`src/hdl/idea_pkg.sv`:
```
`timescale 1ns / 1ps
`default_nettype none

package idea_pkg;

  localparam int Rounds   = 8;
  localparam int KeyW     = 128;
  localparam int RotBits  = 25;
  localparam int InvSteps = 16;
  localparam int CfgIdxW  = 2;
  localparam logic [17:0] MulMod = 18'h10001;

  typedef enum logic [CfgIdxW-1:0] {
    RegKeyHigh = 2'd0,
    RegKeyLow  = 2'd1
  } cfg_reg_e;

  typedef enum logic [1:0] {
    KsIdle,
    KsLoad,
    KsIter
  } ks_state_e;

  typedef struct packed {
    logic        enc;
    logic [15:0] x0;
    logic [15:0] x1;
    logic [15:0] x2;
    logic [15:0] x3;
  } blk_t;

  typedef struct packed {
    blk_t        w;
    logic [15:0] t;
  } mid_t;

  typedef logic [5:0][15:0] rkeys_t;
  typedef logic [3:0][15:0] okeys_t;

  // Multiplication modulo 65537 with the value 0 standing for 65536.
  function automatic logic [15:0] mul_mod(input logic [15:0] a, input logic [15:0] b);
    logic [16:0] x;
    logic [16:0] y;
    logic [33:0] p;
    logic [17:0] lo;
    logic [17:0] hi;
    logic [17:0] r;
    x  = (a == 16'h0) ? 17'h10000 : {1'b0, a};
    y  = (b == 16'h0) ? 17'h10000 : {1'b0, b};
    p  = {17'b0, x} * {17'b0, y};
    lo = {2'b0, p[15:0]};
    hi = {1'b0, p[32:16]};
    if (lo < hi) begin
      r = lo + MulMod - hi;
    end else begin
      r = lo - hi;
    end
    return r[15:0];
  endfunction

endpackage

`default_nettype wire

```
`src/hdl/idea_out.sv`:
```
`timescale 1ns / 1ps
`default_nettype none

module idea_out (
  input  logic                clk_i,
  input  logic                rst_ni,
  input  logic                in_valid_i,
  output logic                in_ready_o,
  input  idea_pkg::blk_t      in_data_i,
  input  idea_pkg::okeys_t    enc_keys_i,
  input  idea_pkg::okeys_t    dec_keys_i,
  output logic                out_valid_o,
  input  logic                out_ready_i,
  output logic [63:0]         block_out_o
);

  logic              valid_q;
  logic [63:0]       data_q;
  logic [63:0]       data_d;
  idea_pkg::okeys_t  k;

  assign in_ready_o = !valid_q || out_ready_i;
  assign k          = in_data_i.enc ? enc_keys_i : dec_keys_i;

  always_comb begin
    data_d[63:48] = idea_pkg::mul_mod(in_data_i.x0, k[0]);
    data_d[47:32] = in_data_i.x2 + k[1];
    data_d[31:16] = in_data_i.x1 + k[2];
    data_d[15:0]  = idea_pkg::mul_mod(in_data_i.x3, k[3]);
  end

  always_ff @(posedge clk_i or negedge rst_ni) begin
    if (!rst_ni) begin
      valid_q <= 1'b0;
    end else if (in_ready_o) begin
      valid_q <= in_valid_i;
    end
  end

  always_ff @(posedge clk_i) begin
    if (in_ready_o && in_valid_i) begin
      data_q <= data_d;
    end
  end

  assign out_valid_o = valid_q;
  assign block_out_o = data_q;

endmodule

`default_nettype wire

```
`config.mk`:
```
export PLATFORM = sky130hd
export DESIGN_NAME = idea_out
export DESIGN_NICKNAME = d
export VERILOG_FILES = /design/src/hdl/idea_pkg.sv /design/src/hdl/idea_out.sv
export SDC_FILE = /design/constraint.sdc
export NUM_CORES = 2
export LEC_CHECK = 0
export BUFFER_PORTS_ARGS = -buffer_cell sky130_fd_sc_hd__buf_2
export CAP_MARGIN = 40
export CORE_ASPECT_RATIO = 0.6
export CORE_MARGIN = 2
export CORE_UTILIZATION = 57
export CTS_CLUSTER_SIZE = 40
export DETAILED_ROUTE_END_ITERATION = 12
export GPL_TIMING_DRIVEN = 0
export PLACE_DENSITY = 0.89
export SYNTH_ARGS = -nofsm -noshare
export SYNTH_HDL_FRONTEND = slang
export SYNTH_SLANG_ARGS = --single-unit
export TNS_END_PERCENT = 50
```
`constraint.sdc`:
```
create_clock -name clk_i -period 2.45 [get_ports clk_i]
set_input_delay 0.1225 -clock clk_i [delete_from_list [all_inputs] [get_ports clk_i]]
set_output_delay 0.1225 -clock clk_i [all_outputs]
set_load 0.02 [all_outputs]
```
==> results.sh <==
export IMPL_cts_buffers=9
export IMPL_insertion_delay_ns=0.35
export IMPL_die_w_um=284
export IMPL_grt_pass1_wl_mm=136
export IMPL_utilization_pct=69.3
export IMPL_core_um2=46400
export IMPL_cts_max_level=3
export IMPL_cts_root_buf="clkbuf_16"
export IMPL_worstSetupEndpointType="flip-flop"
export IMPL_yosysMostFrequentCell="inv_1"
export IMPL_synth_compound_area_share_pct=8.49
export IMPL_dp_cells=3958
export IMPL_syn_area_um2=26800
export IMPL_crit_path_max_incr_delay_ns=0.59
export IMPL_synth_simple_area_share_pct=16.7
export IMPL_pre_cts_ws_ns=-7.76
export IMPL_synthAdderAreaFrac_pct=48.7
export IMPL_hpwl_mm=68.9
export IMPL_synth_top_family_by_area="adder cells"
export IMPL_crit_required_ns=2.56
export IMPL_synthCells=3076
export IMPL_crit_slowest_cell="fa_2"
export IMPL_nNetsFinal=4427
export IMPL_netlist_top_cells_area="fa_1 35%, ha_1 14%, inv_1 9.4%"
export IMPL_maxCapViolCount=0
export IMPL_stdcell_count=4107
export IMPL_cp_common_cell="fa_1"
export IMPL_initial_utilization_pct=57.8
export IMPL_grt_ovfl_total=0
export IMPL_fin_crit_sh_pct=378
export IMPL_via_per_inst=5.95
export IMPL_finalCriticalPeriod_ns=9.25
export IMPL_violations="setup timing"
export IMPL_antenna_found_initial=3
export IMPL_num_rows=61
export IMPL_hp_class="input pin to flip-flop"
export IMPL_hold_viol=0
export IMPL_synthTopCellsByCount="671 x inv_1, 469 x fa_1, 445 x nand2_1"
export IMPL_synth_top_area_cell="fa_1"
export IMPL_slew_headroom_pct=34.6
export IMPL_io_buffers=251
export IMPL_drt_iter0_markers=2804
export IMPL_syn_avg_cell_area_um2=8.72
export IMPL_netlist_cell_type_count=96
export IMPL_post_drt_wl_per_cell_um=22.0
export IMPL_async_flop_share_pct=1.54
export IMPL_drc_errors=0
export IMPL_synth_flop_cell="edfxtp_1"
export IMPL_crit_type="input pin to flip-flop"
export IMPL_rsz0062_at_grt="yes"
export IMPL_clkSinkCount=65
export IMPL_drtPass1Iterations=5
export IMPL_cts_clk_slew_worst_paths_ns=0.08
export IMPL_cts_tree="done"
export IMPL_dieHeight_um=172
export IMPL_ios=263
export IMPL_area_growth_pct=19.9
export IMPL_syn_num_nets=4032
export IMPL_critPathLaunchType="input pin"
export IMPL_ys_ff_latch=65
export IMPL_wirelength_mm=90.4
export IMPL_arrival_ns=9.36
export IMPL_status="finished, violations left"
export IMPL_tightestPinTransition_ns=0.972
export IMPL_drive_gt1_share_pct=22.1
export IMPL_fmax_mhz=108
export IMPL_die_area_um2=48900
export IMPL_cts_buffer_depth=2
export IMPL_grt_pass1_vias=24391
export IMPL_synth_mux_area_share_pct=3.29
export IMPL_synth_xor_area_share_pct=4.64
export IMPL_skew_ns=0.0116
export IMPL_ys_warnings_count=0
export IMPL_ys_seq_area_share_pct=7.25
export IMPL_yosys_area_top_type_share_pct=35.0
export IMPL_drv_slew=0
export IMPL_antenna_left=0
export IMPL_gp_congestion=1.04
export IMPL_cp_max_fo=7
export IMPL_fin_ws_ns=-6.80
export IMPL_setup_viol=48
export IMPL_vias=24451
export IMPL_grt_max_degree=59
export IMPL_track_usage_pct=36.3
export IMPL_synth_edff_count=64
## per-stage QoR
stage / area, um2 / TNS [ns] / hold slack, ns
5_1_grt: 32200 / -220.49 / 0.0872
3_5_place_dp: 29200 / -258.94 / -0.0938
6_report: 32200 / -214.47 / 0.0858
2_1_floorplan: 27100 / -186.77 / -0.173
4_1_cts: 31500 / -209.45 / 0.0577
3_3_place_gp: 29200 / -251.93 / -0.103
## what timing repair did
item | CTS | global route
hold buffers | 2 | 0
setup buffers | 99 | 35
pin swaps | 87 | 75
cloned | 5 | 0
gates resized for setup | 256 | 115
endpoints found under the setup margin | 51 | 52
endpoints found under the hold margin | 2 | 0
## sequential cells by signal (all words and copies together) (netlist names)
signal	flops
block_out_o	64
out_valid_o	1
## critical path: cells and delay by family
kind | cells | cell delay, ns
mux | 2 | 0.51
fa+ha+maj | 9 | 4.15
simple gates | 10 | 1.47
buf+inv | 9 | 0.94
xor+xnor | 2 | 0.36
compound gates | 8 | 1.74
## logic make-up (layout without fill, tap and decap cells)
| family | count (synthesis) | in the layout |
|---|---|---|
| mux | 80 | 80 |
| simple gates | 926 | 927 |
| other cells | 0 | 1 |
| xor+xnor | 135 | 135 |
| buf+inv | 775 | 1174 |
| flops | 65 | 65 |
| compound gates | 331 | 331 |
| fa+ha+maj | 764 | 764 |
## layout make-up
cell class / count / area, um2
multi-input combinational: 2237 / 23400
fill: 3392 / 14200
inverter: 671 / 2520
timing repair buffer: 388 / 2470
sequential: 65 / 1950
tap: 630 / 788
buffer: 99 / 691
clock buffer: 9 / 225
clock inverter: 7 / 100
antenna: 1 / 2.50
## per-layer routing
layer | global-route usage [%] | part of all wire [%] | up-vias
met5 | 0 | 0.015 | -
met4 | 9.20 | 2.9 | 2
met3 | 15.7 | 17 | 283
met2 | 51.2 | 41 | 1885
met1 | 51.0 | 40 | 11897
li1 | - | - | 10384
## worst paths after layout
check | from | end | slack (ns) | cells past startpoint
setup reg to reg | out_valid_o | block_out_o[27] | 0.97 | 3
hold reg to reg | out_valid_o | out_valid_o | 0.62 | 2
hold / removal | in_data_i[32] | block_out_o[16] | 0.09 | 2
min in group asynchronous | rst_ni | out_valid_o | 0.11 | 2
max in group asynchronous | rst_ni | out_valid_o | 2.26 | 2
setup / recovery | in_data_i[64] | block_out_o[63] | -6.80 | 40
## cells in the final DEF, fill, tap and decap left out, types with 13 or more instances in the layout
master    synthesis  routed
nor2_1           92      77
nor3_1           23      22
mux2_4            0      27
and2_1          238     234
nand3_1          23      17
inv_1           671     654
o21ai_1          13      16
a21oi_1          92      61
buf_4             1     115
o21a_1           16      14
inv_2             0      16
buf_2            12     259
buf_6             1      19
o21ai_0          49      27
mux2_2           63      36
o21ai_2           2      20
clkbuf_2          0      13
xor2_1           38      29
clkbuf_1         71      48
a21oi_2           4      28
edfxtp_1         64      64
a21o_1           27      27
xnor2_1          92      82
fa_1            469     457
ha_1            290     265
ha_2              0      13
nand2_1         445     437
Power is left out: the tool's default activity adds up to more than one toggle a clock period on the data nets, which glitch-free logic cannot reach.
