<file path="config.mk">
export PLATFORM = sky130hd
export DESIGN_NAME = idea_round
export DESIGN_NICKNAME = d
export VERILOG_FILES = /design/src/hdl/idea_pkg.sv /design/src/hdl/idea_round.sv
export SDC_FILE = /design/constraint.sdc
export NUM_CORES = 2
export LEC_CHECK = 0
export ABC_AREA = 0
export BUFFER_PORTS_ARGS = -buffer_cell sky130_fd_sc_hd__clkbuf_2
export CORE_MARGIN = 4
export CORE_UTILIZATION = 65
export DETAILED_ROUTE_END_ITERATION = 6
export GPL_TIMING_DRIVEN = 0
export PLACE_DENSITY = 0.84
export SETUP_SLACK_MARGIN = 0.4
export SYNTH_ARGS = -nofsm -noshare
export SYNTH_HDL_FRONTEND = slang
export SYNTH_SLANG_ARGS = --single-unit
</file>
<file path="constraint.sdc">
create_clock -name clk_i -period 31.1 [get_ports clk_i]
set_input_delay 3.11 -clock clk_i [delete_from_list [all_inputs] [get_ports clk_i]]
set_output_delay 3.11 -clock clk_i [all_outputs]
set_load 0.02 [all_outputs]
</file>
<file path="src/hdl/idea_pkg.sv">
`timescale 1ns / 1ps
`default_nettype none

package idea_pkg;

  localparam int Rounds   = 8;
  localparam int KeyW     = 128;
  localparam int RotBits  = 25;
  localparam int InvSteps = 16;
  localparam int CfgIdxW  = 2;
  localparam logic [17:0] MulMod = 18'h10001;

  typedef enum logic [CfgIdxW-1:0] {
    RegKeyHigh = 2'd0,
    RegKeyLow  = 2'd1
  } cfg_reg_e;

  typedef enum logic [1:0] {
    KsIdle,
    KsLoad,
    KsIter
  } ks_state_e;

  typedef struct packed {
    logic        enc;
    logic [15:0] x0;
    logic [15:0] x1;
    logic [15:0] x2;
    logic [15:0] x3;
  } blk_t;

  typedef struct packed {
    blk_t        w;
    logic [15:0] t;
  } mid_t;

  typedef logic [5:0][15:0] rkeys_t;
  typedef logic [3:0][15:0] okeys_t;

  // Multiplication modulo 65537 with the value 0 standing for 65536.
  function automatic logic [15:0] mul_mod(input logic [15:0] a, input logic [15:0] b);
    logic [16:0] x;
    logic [16:0] y;
    logic [33:0] p;
    logic [17:0] lo;
    logic [17:0] hi;
    logic [17:0] r;
    x  = (a == 16'h0) ? 17'h10000 : {1'b0, a};
    y  = (b == 16'h0) ? 17'h10000 : {1'b0, b};
    p  = {17'b0, x} * {17'b0, y};
    lo = {2'b0, p[15:0]};
    hi = {1'b0, p[32:16]};
    if (lo < hi) begin
      r = lo + MulMod - hi;
    end else begin
      r = lo - hi;
    end
    return r[15:0];
  endfunction

endpackage

`default_nettype wire

</file>
<file path="src/hdl/idea_round.sv">
`timescale 1ns / 1ps
`default_nettype none

module idea_round (
  input  logic              clk_i,
  input  logic              rst_ni,
  input  logic              in_valid_i,
  output logic              in_ready_o,
  input  idea_pkg::blk_t    in_data_i,
  input  idea_pkg::rkeys_t  enc_keys_i,
  input  idea_pkg::rkeys_t  dec_keys_i,
  output logic              out_valid_o,
  input  logic              out_ready_i,
  output idea_pkg::blk_t    out_data_o
);

  logic              v1_q, v2_q, v3_q;
  logic              rdy1, rdy2, rdy3;
  idea_pkg::blk_t    s1_q, s1_d;
  idea_pkg::mid_t    s2_q, s2_d;
  idea_pkg::blk_t    s3_q, s3_d;
  idea_pkg::rkeys_t  z1, z2, z3;
  logic [15:0]       t1;
  logic [15:0]       t2;

  assign rdy3       = !v3_q || out_ready_i;
  assign rdy2       = !v2_q || rdy3;
  assign rdy1       = !v1_q || rdy2;
  assign in_ready_o = rdy1;

  assign z1 = in_data_i.enc ? enc_keys_i : dec_keys_i;
  assign z2 = s1_q.enc ? enc_keys_i : dec_keys_i;
  assign z3 = s2_q.w.enc ? enc_keys_i : dec_keys_i;

  always_comb begin
    s1_d.enc = in_data_i.enc;
    s1_d.x0  = idea_pkg::mul_mod(in_data_i.x0, z1[0]);
    s1_d.x1  = in_data_i.x1 + z1[1];
    s1_d.x2  = in_data_i.x2 + z1[2];
    s1_d.x3  = idea_pkg::mul_mod(in_data_i.x3, z1[3]);
  end

  always_comb begin
    s2_d.w = s1_q;
    s2_d.t = idea_pkg::mul_mod(s1_q.x0 ^ s1_q.x2, z2[4]);
  end

  always_comb begin
    t1      = idea_pkg::mul_mod((s2_q.w.x1 ^ s2_q.w.x3) + s2_q.t, z3[5]);
    t2      = s2_q.t + t1;
    s3_d.enc = s2_q.w.enc;
    s3_d.x0  = s2_q.w.x0 ^ t1;
    s3_d.x1  = s2_q.w.x2 ^ t1;
    s3_d.x2  = s2_q.w.x1 ^ t2;
    s3_d.x3  = s2_q.w.x3 ^ t2;
  end

  always_ff @(posedge clk_i or negedge rst_ni) begin
    if (!rst_ni) begin
      v1_q <= 1'b0;
      v2_q <= 1'b0;
      v3_q <= 1'b0;
    end else begin
      if (rdy1) begin
        v1_q <= in_valid_i;
      end
      if (rdy2) begin
        v2_q <= v1_q;
      end
      if (rdy3) begin
        v3_q <= v2_q;
      end
    end
  end

  always_ff @(posedge clk_i) begin
    if (rdy1 && in_valid_i) begin
      s1_q <= s1_d;
    end
    if (rdy2 && v1_q) begin
      s2_q <= s2_d;
    end
    if (rdy3 && v2_q) begin
      s3_q <= s3_d;
    end
  end

  assign out_valid_o = v3_q;
  assign out_data_o  = s3_q;

endmodule

`default_nettype wire

</file>
==> run_results.csv <==
group,metric,value,unit
outcome,status,"finished clean",
critical_path,worstPathRequired,31.38,ns
sta,fmax,0.0585,GHz
min_path,holdCritStartpoint,"s1_q[2]",
cts,postCtsSetupRepairBufs,0,
sta,max_slew.worst_pin.slew,1.43,ns
critical_path,cpPeakStageDelay,0.90,ns
critical_path,cp-end-kind,"register",
grt,grt_pass1_vias,45600,
logic_synthesis,synthDominantAreaCellType,"fa_1",
logic_synthesis,muxShareOfSynthArea,2.91,%
routing,via_count,43600,
placed_design,dp_slack,13.86,ns
grt,grt_max_degree,66,
routing,first_iter_violations,3819,
logic_synthesis,ys_types,86,
cells_and_area,drive_gt1_share,7.54,%
routing,avgViaCountPerCell,5.78,
routing,wl_per_cell,20.4,um
routing,finalWirelength,154000,um
cts,cts_tree,"done",
logic_synthesis,syn-instance-count,6063,
logic_synthesis,synth_compound_area_share,6.66,%
sta,setup_violations,0,
cts,clock_path_buffers,3,
critical_path,cp_top_family,"compound AO/OA/AOI/OAI gates",
routing,ant_nets,0,
min_path,hold_end,"s2_q[18]",
placed_design,postPlaceCellArea,0.0582,mm2
cts,htreeDepth,1,
cts,cts_hold_buffers,0,
logic_synthesis,synth-adder-area-share,48.4,%
sta,slew_viol_final,0,
placed_design,place_hpwl,131000,um
logic_synthesis,synth_nets,7884,
logic_synthesis,seq_area_frac_synth,11.6,%
critical_path,critical_path_arrival,17.38,ns
logic_synthesis,synth_commonest_cells,"1335 x inv_1, 952 x fa_1, 866 x nand2_1, 608 x ha_1, 284 x nor2_1",
placed_design,place_congestion,0.989,
grt,grt_usage,34.7,%
sta,fin_crit_sh,55.0,%
grt,grt-ovfl-total,0,
floorplanning,ios,328,
routing,drc,0,
floorplanning,die_y,299,um
cells_and_area,syn2layout_area_growth,7.00,%
logic_synthesis,synth_top_area_share,34.6,%
sta,hold_viol,0,
logic_synthesis,netlist_area,0.0551,mm2
placed_design,port_buffers,306,
sta,fin_tns_setup,0,ns
floorplanning,rows,106,
critical_path,r2r_start,"s2_q[16]",
grt,antenna_found_initial,7,
job,drv_cap,0,
critical_path,setup.worst_path.class,"in -> reg",
logic_synthesis,synthArstFlopShare,1.40,%
cts,cts.sinks,214,
critical_path,r2r-end,"out_data_o[28]",
logic_synthesis,synth_top_family_by_area,"adder cells",
logic_synthesis,syn_area_per_cell,9.09,um2
sta,clock_skew,0.0468,ns
cells_and_area,antenna_cells,0,
critical_path,cpMostUsedCell,"fa_1",
min_path,min_path_cells,0,
cts,clk_latency,0.58,ns
sta,rsz0062_at_grt,"false",
cells_and_area,layout.nets,8220,
critical_path,reg2reg_setup_slack,14.43,ns
cts,cts_resized,0,
logic_synthesis,yosys.area_share.simple,13.6,%
sta,layout_min_cycle_time,17.10,ns
logic_synthesis,yosysMostFrequentCell,"inv_1",
logic_synthesis,synth.yosys.warnings,0,
logic_synthesis,synth-xor-area-share,6.49,%
critical_path,cp-start-kind,"input pin",
floorplanning,die_x,299,um
floorplanning,start_util,65.8,%
floorplanning,dieArea,0.0896,mm2
critical_path,cpMaxStageDelayCell,"mux2i_1",
logic_synthesis,synthTopCellsByArea,"fa_1 35%, ha_1 14%, edfxtp_1 11%",
cts,numCtsBuffers,26,
sta,slew_headroom,3.84,%
logic_synthesis,synthFlopType,"edfxtp_1",
cts,clockRootBuffer,"clkbuf_16",
critical_path,cp_max_fo,10,
cells_and_area,design_area,0.0590,mm2
cts,cts.clk_slew.worst_paths,0.06,ns
logic_synthesis,synth-seq-cells,214,
floorplanning,core-area,0.0838,mm2
routing,firstDrtPassIters,6,
grt,grt_pass1_wl,243000,um
critical_path,reg2reg_depth,57,
critical_path,crit_buf_inv,7,
min_path,worstHoldPathType,"reg -> reg",
sta,fin_ws,14.00,ns
logic_synthesis,synth-edff-count,211,
==> how the worst max path moves through the flow <==
| stage | cells past startpoint | from | to |
|---|---|---|---|
| 5_1_grt | 51 | enc_keys_i[92] | out_data_o[28] |
| 4_1_cts | 51 | enc_keys_i[92] | out_data_o[28] |
| 2_1_floorplan | 51 | enc_keys_i[92] | out_data_o[15] |
| 6_report | 51 | enc_keys_i[92] | out_data_o[28] |
| 3_5_place_dp | 51 | enc_keys_i[92] | out_data_o[28] |
| 3_3_place_gp | 51 | enc_keys_i[92] | out_data_o[28] |
==> metrics by stage <==
stage / hold WS (ns) / utilization (%) / std cells
3_3_place_gp: 0.403 / 69.3 / 7503
3_5_place_dp: 0.405 / 69.4 / 7505
6_report: 0.419 / 70.4 / 7553
4_1_cts: 0.420 / 70.4 / 7553
5_1_grt: 0.423 / 70.4 / 7553
2_1_floorplan: 0.400 / - / 6063
==> worst register-to-register path, delay by kind of cell (launching register included) <==
family	cells	cell delay, ns
compound gates	26	7.16
buf+inv	8	1.33
xor+xnor	3	0.83
fa+ha+maj	11	4.66
simple gates	9	1.86
flops	1	0.52
==> layout by cell type, fill, tap and decap left out, types with 57 or more instances in the layout <==
cell type  count
inv_1       1335
fa_1         952
nand2_1      866
ha_1         608
clkbuf_2     307
nor2_1       284
xnor2_1      252
and2_1       234
edfxtp_1     211
a21oi_1      161
xor2_1       143
clkbuf_1     139
o21ai_0      105
mux2_2        91
mux2i_1       58
a21o_1        57
==> final cells by class <==
cell class              instances  area (um2)
repair buffers                308        1590
well taps                    1134        1420
fillers                      6528       24800
flip-flops and latches        214        6410
plain buffers                 188         724
clock inverters                18         180
clock buffers                  30         666
multi-input cells            4326       43000
inverters                    1335        5010
==> metal layers <==
| metal | track usage (%) | vias up | wire [um] | share of wire [%] |
|---|---|---|---|---|
| met2 | 55.3 | 2234 | 69300 | 45 |
| li1 | - | 19400 | - | - |
| met4 | 15.0 | 4 | 8620 | 5.6 |
| met3 | 6.70 | 464 | 15700 | 10 |
| met1 | 46.8 | 21500 | 60500 | 39 |
| met5 | 0 | - | 32 | 0.021 |
==> registers in the layout (all words and copies together), names as in the netlist <==
register	cells
v2_q	1
out_valid_o	1
s1_q	65
v1_q	1
s2_q	81
out_data_o	65
==> cell families after synthesis <==
| logic type | after synthesis |
|---|---|
| xor gates and xnor gates | 401 |
| AOI/OAI and AO/OA | 560 |
| and+or+nand+nor | 1656 |
| muxes | 149 |
| DFF | 214 |
| buffers and inverters | 1523 |
| adders and majority gates | 1560 |
Power is not shown: default switching activity piles up to over one toggle a cycle in this logic, so the estimate is an artifact.
