--- config.mk ---
export PLATFORM = sky130hd
export DESIGN_NAME = idea_keysched
export DESIGN_NICKNAME = d
export VERILOG_FILES = /design/src/hdl/idea_pkg.sv /design/src/hdl/idea_keysched.sv
export SDC_FILE = /design/constraint.sdc
export NUM_CORES = 2
export LEC_CHECK = 0
export ABC_CLOCK_PERIOD_IN_PS = 13200
export BUFFER_PORTS_ARGS = -buffer_cell sky130_fd_sc_hd__buf_2
export CORE_AREA = 2 2 674 676
export DETAILED_ROUTE_END_ITERATION = 10
export DIE_AREA = 0 0 676 678
export PLACE_DENSITY_LB_ADDON = 0.12
export RECOVER_POWER = 50
export SLEW_MARGIN = 20
export SYNTH_ARGS = -nofsm -noshare
export SYNTH_HDL_FRONTEND = slang
export SYNTH_SLANG_ARGS = --single-unit
export TNS_END_PERCENT = 20
--- constraint.sdc ---
create_clock -name clk_i -period 13.2 [get_ports clk_i]
set_input_delay 1.32 -clock clk_i [delete_from_list [all_inputs] [get_ports clk_i]]
set_output_delay 1.32 -clock clk_i [all_outputs]
set_load 0.02 [all_outputs]
--- src/hdl/idea_pkg.sv ---
`timescale 1ns / 1ps
`default_nettype none

package idea_pkg;

  localparam int Rounds   = 8;
  localparam int KeyW     = 128;
  localparam int RotBits  = 25;
  localparam int InvSteps = 16;
  localparam int CfgIdxW  = 2;
  localparam logic [17:0] MulMod = 18'h10001;

  typedef enum logic [CfgIdxW-1:0] {
    RegKeyHigh = 2'd0,
    RegKeyLow  = 2'd1
  } cfg_reg_e;

  typedef enum logic [1:0] {
    KsIdle,
    KsLoad,
    KsIter
  } ks_state_e;

  typedef struct packed {
    logic        enc;
    logic [15:0] x0;
    logic [15:0] x1;
    logic [15:0] x2;
    logic [15:0] x3;
  } blk_t;

  typedef struct packed {
    blk_t        w;
    logic [15:0] t;
  } mid_t;

  typedef logic [5:0][15:0] rkeys_t;
  typedef logic [3:0][15:0] okeys_t;

  // Multiplication modulo 65537 with the value 0 standing for 65536.
  function automatic logic [15:0] mul_mod(input logic [15:0] a, input logic [15:0] b);
    logic [16:0] x;
    logic [16:0] y;
    logic [33:0] p;
    logic [17:0] lo;
    logic [17:0] hi;
    logic [17:0] r;
    x  = (a == 16'h0) ? 17'h10000 : {1'b0, a};
    y  = (b == 16'h0) ? 17'h10000 : {1'b0, b};
    p  = {17'b0, x} * {17'b0, y};
    lo = {2'b0, p[15:0]};
    hi = {1'b0, p[32:16]};
    if (lo < hi) begin
      r = lo + MulMod - hi;
    end else begin
      r = lo - hi;
    end
    return r[15:0];
  endfunction

endpackage

`default_nettype wire

--- src/hdl/idea_keysched.sv ---
`timescale 1ns / 1ps
`default_nettype none

module idea_keysched #(
  parameter int ROUNDS = idea_pkg::Rounds
) (
  input  logic                                clk_i,
  input  logic                                rst_ni,
  input  logic                                cfg_we_i,
  input  logic [idea_pkg::CfgIdxW-1:0]        cfg_idx_i,
  input  logic [63:0]                         cfg_data_i,
  output logic                                busy_o,
  output logic [6*ROUNDS+3:0][15:0]           enc_keys_o,
  output logic [6*ROUNDS+3:0][15:0]           dec_keys_o
);

  localparam int NK    = 6 * ROUNDS + 4;
  localparam int NI    = 2 * ROUNDS + 2;
  localparam int SlotW = $clog2(NI);
  localparam int StepW = $clog2(idea_pkg::InvSteps);

  logic [idea_pkg::KeyW-1:0]   key_q;
  logic [NK-1:0][15:0]         enc;
  logic [NK-1:0][15:0]         dec_d;
  logic [NK-1:0][15:0]         dec_q;
  logic [NI-1:0][15:0]         inv_src;
  logic [15:0]                 inv_q [NI];
  idea_pkg::ks_state_e         state_q, state_d;
  logic [SlotW-1:0]            slot_q;
  logic [StepW-1:0]            step_q;
  logic [15:0]                 acc_q, acc_d;
  logic [15:0]                 base_q, base_d;
  logic                        key_write;
  logic                        last_step;
  logic                        last_slot;

  assign key_write = cfg_we_i &&
                     (cfg_idx_i == idea_pkg::RegKeyHigh || cfg_idx_i == idea_pkg::RegKeyLow);
  assign last_step = step_q == StepW'(idea_pkg::InvSteps - 1);
  assign last_slot = slot_q == SlotW'(NI - 1);

  for (genvar n = 0; n < NK; n++) begin : g_enc
    localparam int Rot = (idea_pkg::RotBits * (n / 8)) % idea_pkg::KeyW;
    localparam int Msb = 2 * idea_pkg::KeyW - 1 - 16 * (n % 8);
    logic [2*idea_pkg::KeyW-1:0] dbl;
    assign dbl    = {key_q, key_q} << Rot;
    assign enc[n] = dbl[Msb -: 16];
  end

  assign inv_src[0] = enc[6*ROUNDS];
  assign inv_src[1] = enc[6*ROUNDS+3];
  assign dec_d[0]   = inv_q[0];
  assign dec_d[1]   = 16'h0 - enc[6*ROUNDS+1];
  assign dec_d[2]   = 16'h0 - enc[6*ROUNDS+2];
  assign dec_d[3]   = inv_q[1];

  for (genvar r = 0; r < ROUNDS; r++) begin : g_dec
    localparam int Src = 6 * (ROUNDS - 1 - r);
    localparam int Dst = 6 * r + 4;
    localparam int Na  = (r == ROUNDS - 1) ? 1 : 2;
    localparam int Nb  = (r == ROUNDS - 1) ? 2 : 1;
    assign inv_src[2+2*r] = enc[Src];
    assign inv_src[3+2*r] = enc[Src+3];
    assign dec_d[Dst]     = enc[Src+4];
    assign dec_d[Dst+1]   = enc[Src+5];
    assign dec_d[Dst+2]   = inv_q[2+2*r];
    assign dec_d[Dst+3]   = 16'h0 - enc[Src+Na];
    assign dec_d[Dst+4]   = 16'h0 - enc[Src+Nb];
    assign dec_d[Dst+5]   = inv_q[3+2*r];
  end

  assign acc_d  = idea_pkg::mul_mod(acc_q, base_q);
  assign base_d = idea_pkg::mul_mod(base_q, base_q);

  always_comb begin
    state_d = state_q;
    unique case (state_q)
      idea_pkg::KsIdle: state_d = idea_pkg::KsIdle;
      idea_pkg::KsLoad: state_d = idea_pkg::KsIter;
      idea_pkg::KsIter: begin
        if (last_step) begin
          state_d = last_slot ? idea_pkg::KsIdle : idea_pkg::KsLoad;
        end
      end
      default: state_d = idea_pkg::KsIdle;
    endcase
    if (key_write) begin
      state_d = idea_pkg::KsLoad;
    end
  end

  always_ff @(posedge clk_i or negedge rst_ni) begin
    if (!rst_ni) begin
      state_q <= idea_pkg::KsIdle;
    end else begin
      state_q <= state_d;
    end
  end

  always_ff @(posedge clk_i or negedge rst_ni) begin
    if (!rst_ni) begin
      key_q  <= '0;
      slot_q <= '0;
      step_q <= '0;
      acc_q  <= '0;
      base_q <= '0;
      dec_q  <= '0;
      for (int i = 0; i < NI; i++) begin
        inv_q[i] <= '0;
      end
    end else begin
      dec_q <= dec_d;
      if (cfg_we_i) begin
        unique case (cfg_idx_i)
          idea_pkg::RegKeyHigh: key_q[127:64] <= cfg_data_i;
          idea_pkg::RegKeyLow:  key_q[63:0]   <= cfg_data_i;
          default: ;
        endcase
      end
      if (key_write) begin
        slot_q <= '0;
        step_q <= '0;
      end else begin
        unique case (state_q)
          idea_pkg::KsLoad: begin
            acc_q  <= 16'h1;
            base_q <= inv_src[slot_q];
            step_q <= '0;
          end
          idea_pkg::KsIter: begin
            acc_q  <= acc_d;
            base_q <= base_d;
            step_q <= step_q + StepW'(1);
            if (last_step) begin
              inv_q[slot_q] <= acc_d;
              slot_q        <= slot_q + SlotW'(1);
            end
          end
          default: ;
        endcase
      end
    end
  end

  assign busy_o     = state_q != idea_pkg::KsIdle;
  assign enc_keys_o = enc;
  assign dec_keys_o = dec_q;

endmodule

`default_nettype wire

==> impl.org <==
** Floorplan
- Die Y-Extent :: around 680 um
- Row generation in the floorplan step produced 247 rows.
- CORE AREA :: 451,000 um2
- Die span in x :: 676 um
- In this run the count of I/O pins placed on the die edge is about 1,700.
- Total die area :: around 460,000 um2
- Starting density of the core :: 15.3%

** STA
- Summed over all failing endpoints, the final setup total negative slack is 0 ns.
- The final-report hold violation count is 0.
- Setup violations remaining at the end of the flow were counted as 0.
- Final-layout worst hold slack :: 0.351 ns
- Worst max-slew margin expressed relative to the limit :: -324%
- Share of the clock period used by the worst path after layout :: 83.8%
- Setup repair after global routing missed its margin :: false
- Static timing analysis puts the maximum clock frequency at 90.4 MHz.
- Post-route minimum period :: 11.07 ns
- The max-slew violation count is 1,870.
- Across the routed clock network, the largest skew measured is 0.0619 ns.
- Worst-margin pin slew :: 6.36 ns

** Setup path
- Broken down by cell family, the worst path's largest delay share belongs to adder cells.
- Most frequent cell on the critical path :: fa_1
- Counting both buffers and inverters, the worst setup path holds a total of 6.
- Critical Path Stages :: 32
- Critical Path Slowest Stage Cell :: and4_1
- Worst Path Class, Setup :: reg2reg
- Startpoint of the worst register-to-register path :: base_q[0]$_DFFE_PN0P_
- The number of cells on the worst reg-to-reg path is 32.
- Slack of the worst reg-to-reg path :: 2.13 ns
- Maximum single-stage delay on the critical path :: 0.90 ns
- Worst Path Required :: 13.89 ns
- The most critical setup path has its startpoint at base_q[0]$_DFFE_PN0P_.
- Arrival @ worst endpoint :: around 12 ns
- Endpoint of the lowest-slack register-to-register path :: dec_d[537]$_DFFE_PN0P_
- Kind of start point of the critical path :: register
- Max FO, Critical Path :: 19
- The critical path ends at dec_d[537]$_DFFE_PN0P_.
- STA classifies the critical path endpoint as a register.

** Synthesis
- Counting every instance in the synthesized netlist gives between 6,000 and 7,000.
- In this run, distinct cell masters in the synthesized netlist total 92.
- Cell Area, Synth :: between 60,000 and 70,000 um2
- Top cell type's share of synthesized area :: 41.6%
- In the post-synthesis netlist, the biggest area contributors are dfrtp_1, fa_1, buf_4.
- After synthesis, the most frequently instantiated cells are dfrtp_1, buf_4, nand2_1.
- Mean post-synth cell area :: 10.6 um2
- Number of synthesized flops with an enable pin :: 0
- Sequential area share after synthesis :: 41.6%
- For this run, the number of Yosys warnings is 0.
- Synth Register Bits :: ~1,100
- Cell with the most instances after synthesis :: dfrtp_1
- The largest total area in the synthesized netlist belongs to dfrtp_1.
- Primary flip-flop cell chosen by synthesis mapping :: dfrtp_1
- Counting flops with an async set or reset pin after synthesis yields a share of 100%.

** Flow run
- Across the run, the number of max-cap violations was 94.

** Final layout
- The area growth from synthesis to layout is 19.7%.
- For this run, the post-layout net count is slightly above 8,000.
- Fill cells in the final layout number 50,300.
- Sequential cell area :: 28,700 um2
- In the final layout, the multi-input gates occupy 29,400 um2.
- Of the cells placed in the final design, the portion with a size suffix greater than 1 is a little under a quarter.

** Global route
- The via count of the first global-routing pass came to 50,500.
- Pin count of the biggest net entering global routing :: about 140
- The number of antenna violations at the first check in global routing is 121.
- Global routing used 15.3% of the available tracks across all layers.
- Total global routing overflow :: 0
- First-pass GRT wire length :: approximately 480,000 um

** Clock tree
- H-tree depth reported by CTS :: 4
- In this run the clock root is driven by a clkbuf_16.
- Worst-skew pair later-pin latency :: approximately 0.9 ns
- In this run the deepest clock path goes through 4 buffers.
- Clock buffers created by TritonCTS :: 157
- Hold-fix buffer count after cts :: 0
- Resized Gates After CTS :: 0
- After clock tree synthesis, the setup repair step added 0 buffers.
- TritonCTS built the clock tree.
- Post-CTS clock slew at the launch and capture registers of the worst setup and hold paths :: 0.06 ns
- The clock drives between 1,000 and 1,500 sinks.

** Detailed routing
- The detailed router used layers up to and including met5.
- Routed len/inst :: 26.9 um
- M1 WL :: between 150,000 and 200,000 um
- For this block, the initial DRC count from the detailed router was between 2,000 and 3,000.
- The detail route stage leaves a number of antenna-violating nets equal to 0.
- The first detailed-routing pass took 5 iterations.
- In the routed design, unresolved DRC markers number 0.
- Met3 wire len :: 22,400 um
- After detailed routing, the total wire length is around 360,000 um.
- Met2 wire len :: about 170,000 um
- The detailed router placed around 49,000 vias in this run.
- Dividing the detail-routed via count by the number of cells gives 3.65.

** Run status
- Run status :: finished, violations left
- The final reports fail on capacitance limit, slew limit.

** Min path
- The path class of the tightest hold or removal check is reg2reg.

** Placement
- DPL Wire Length :: ~280,000 um
- The congestion estimate from routability-driven global placement came to 0.807.
- Input and output buffers added on the ports amount to 1,733.
[cells in the final DEF (no fill, tap or decap), types with 162 or more instances in the layout]
master	synthesis	layout
dfrtp_1	1145	1119
buf_2	6	1035
clkbuf_1	281	836
nand2_1	744	742
inv_1	657	657
fa_1	433	433
o21ai_0	316	316
ha_1	285	285
xnor2_1	242	241
and2_1	173	170
mux2_2	168	168
nor2_1	162	162
[logic make-up after synthesis]
family / synth area share, %
other: 0.0109
XOR/XNOR: 4.92
AND/OR/NAND/NOR: 8.93
AO/OA/AOI/OAI: 5.85
flip-flops: 41.6
buffers and inverters: 16.1
adder cells (fa/ha/maj): 17.8
multiplexers: 4.82
[how the worst min path moves through the flow]
| stage | from | end | slack [ns] | cells after the start |
|---|---|---|---|---|
| after floorplan | dec_d[110]$_DFFE_PN0P_ | dec_keys_o[110]$_DFF_PN0_ | 0.35 | 0 |
| after global placement | dec_d[782]$_DFFE_PN0P_ | dec_keys_o[782]$_DFF_PN0_ | 0.36 | 0 |
| after detailed placement | dec_d[535]$_DFFE_PN0P_ | dec_keys_o[535]$_DFF_PN0_ | 0.36 | 0 |
| after CTS | dec_d[630]$_DFFE_PN0P_ | dec_keys_o[630]$_DFF_PN0_ | 0.32 | 0 |
| after global routing | dec_d[630]$_DFFE_PN0P_ | dec_keys_o[630]$_DFF_PN0_ | 0.34 | 0 |
| final | dec_d[630]$_DFFE_PN0P_ | dec_keys_o[630]$_DFF_PN0_ | 0.35 | 0 |
[sequential cells by signal, indices dropped and copies added (netlist names)]
name,count
acc_q,16
base_q,16
dec_d,288
dec_keys_o,686
key_q,128
slot_q,5
state_q,2
step_q,4
[per-layer routing]
metal | up-vias | track usage (%)
li1 | 21200 | -
met1 | 25400 | 19.1
met2 | 1985 | 26.3
met3 | 457 | 3.13
met4 | 30 | 4.66
met5 | - | 0
[cell type report]
class	instances	area share, %
clock buffers	223	5.54
multi-input cells	3395	35.6
clock inverters	56	0.911
flip-flops and latches	1145	34.8
diodes	40	0.121
inverters	658	3.00
repair buffers	1941	10.9
well taps	5976	9.07
[per-stage QoR]
step           setup WS [ns]  std cells  utilization, %  instance area, um2
2_1_floorplan           4.00       6494               -               69000
3_3_place_gp            1.81      13100            17.4               78300
3_5_place_dp            2.08      13100            17.4               78300
4_1_cts                 2.02      13400            18.5               83700
5_1_grt                0.882      13400            18.2               82300
6_report                2.13      13400            18.3               82400
Power is left out: the tool's default activity adds up to more than one toggle a clock period on the data nets, which glitch-free logic cannot reach.
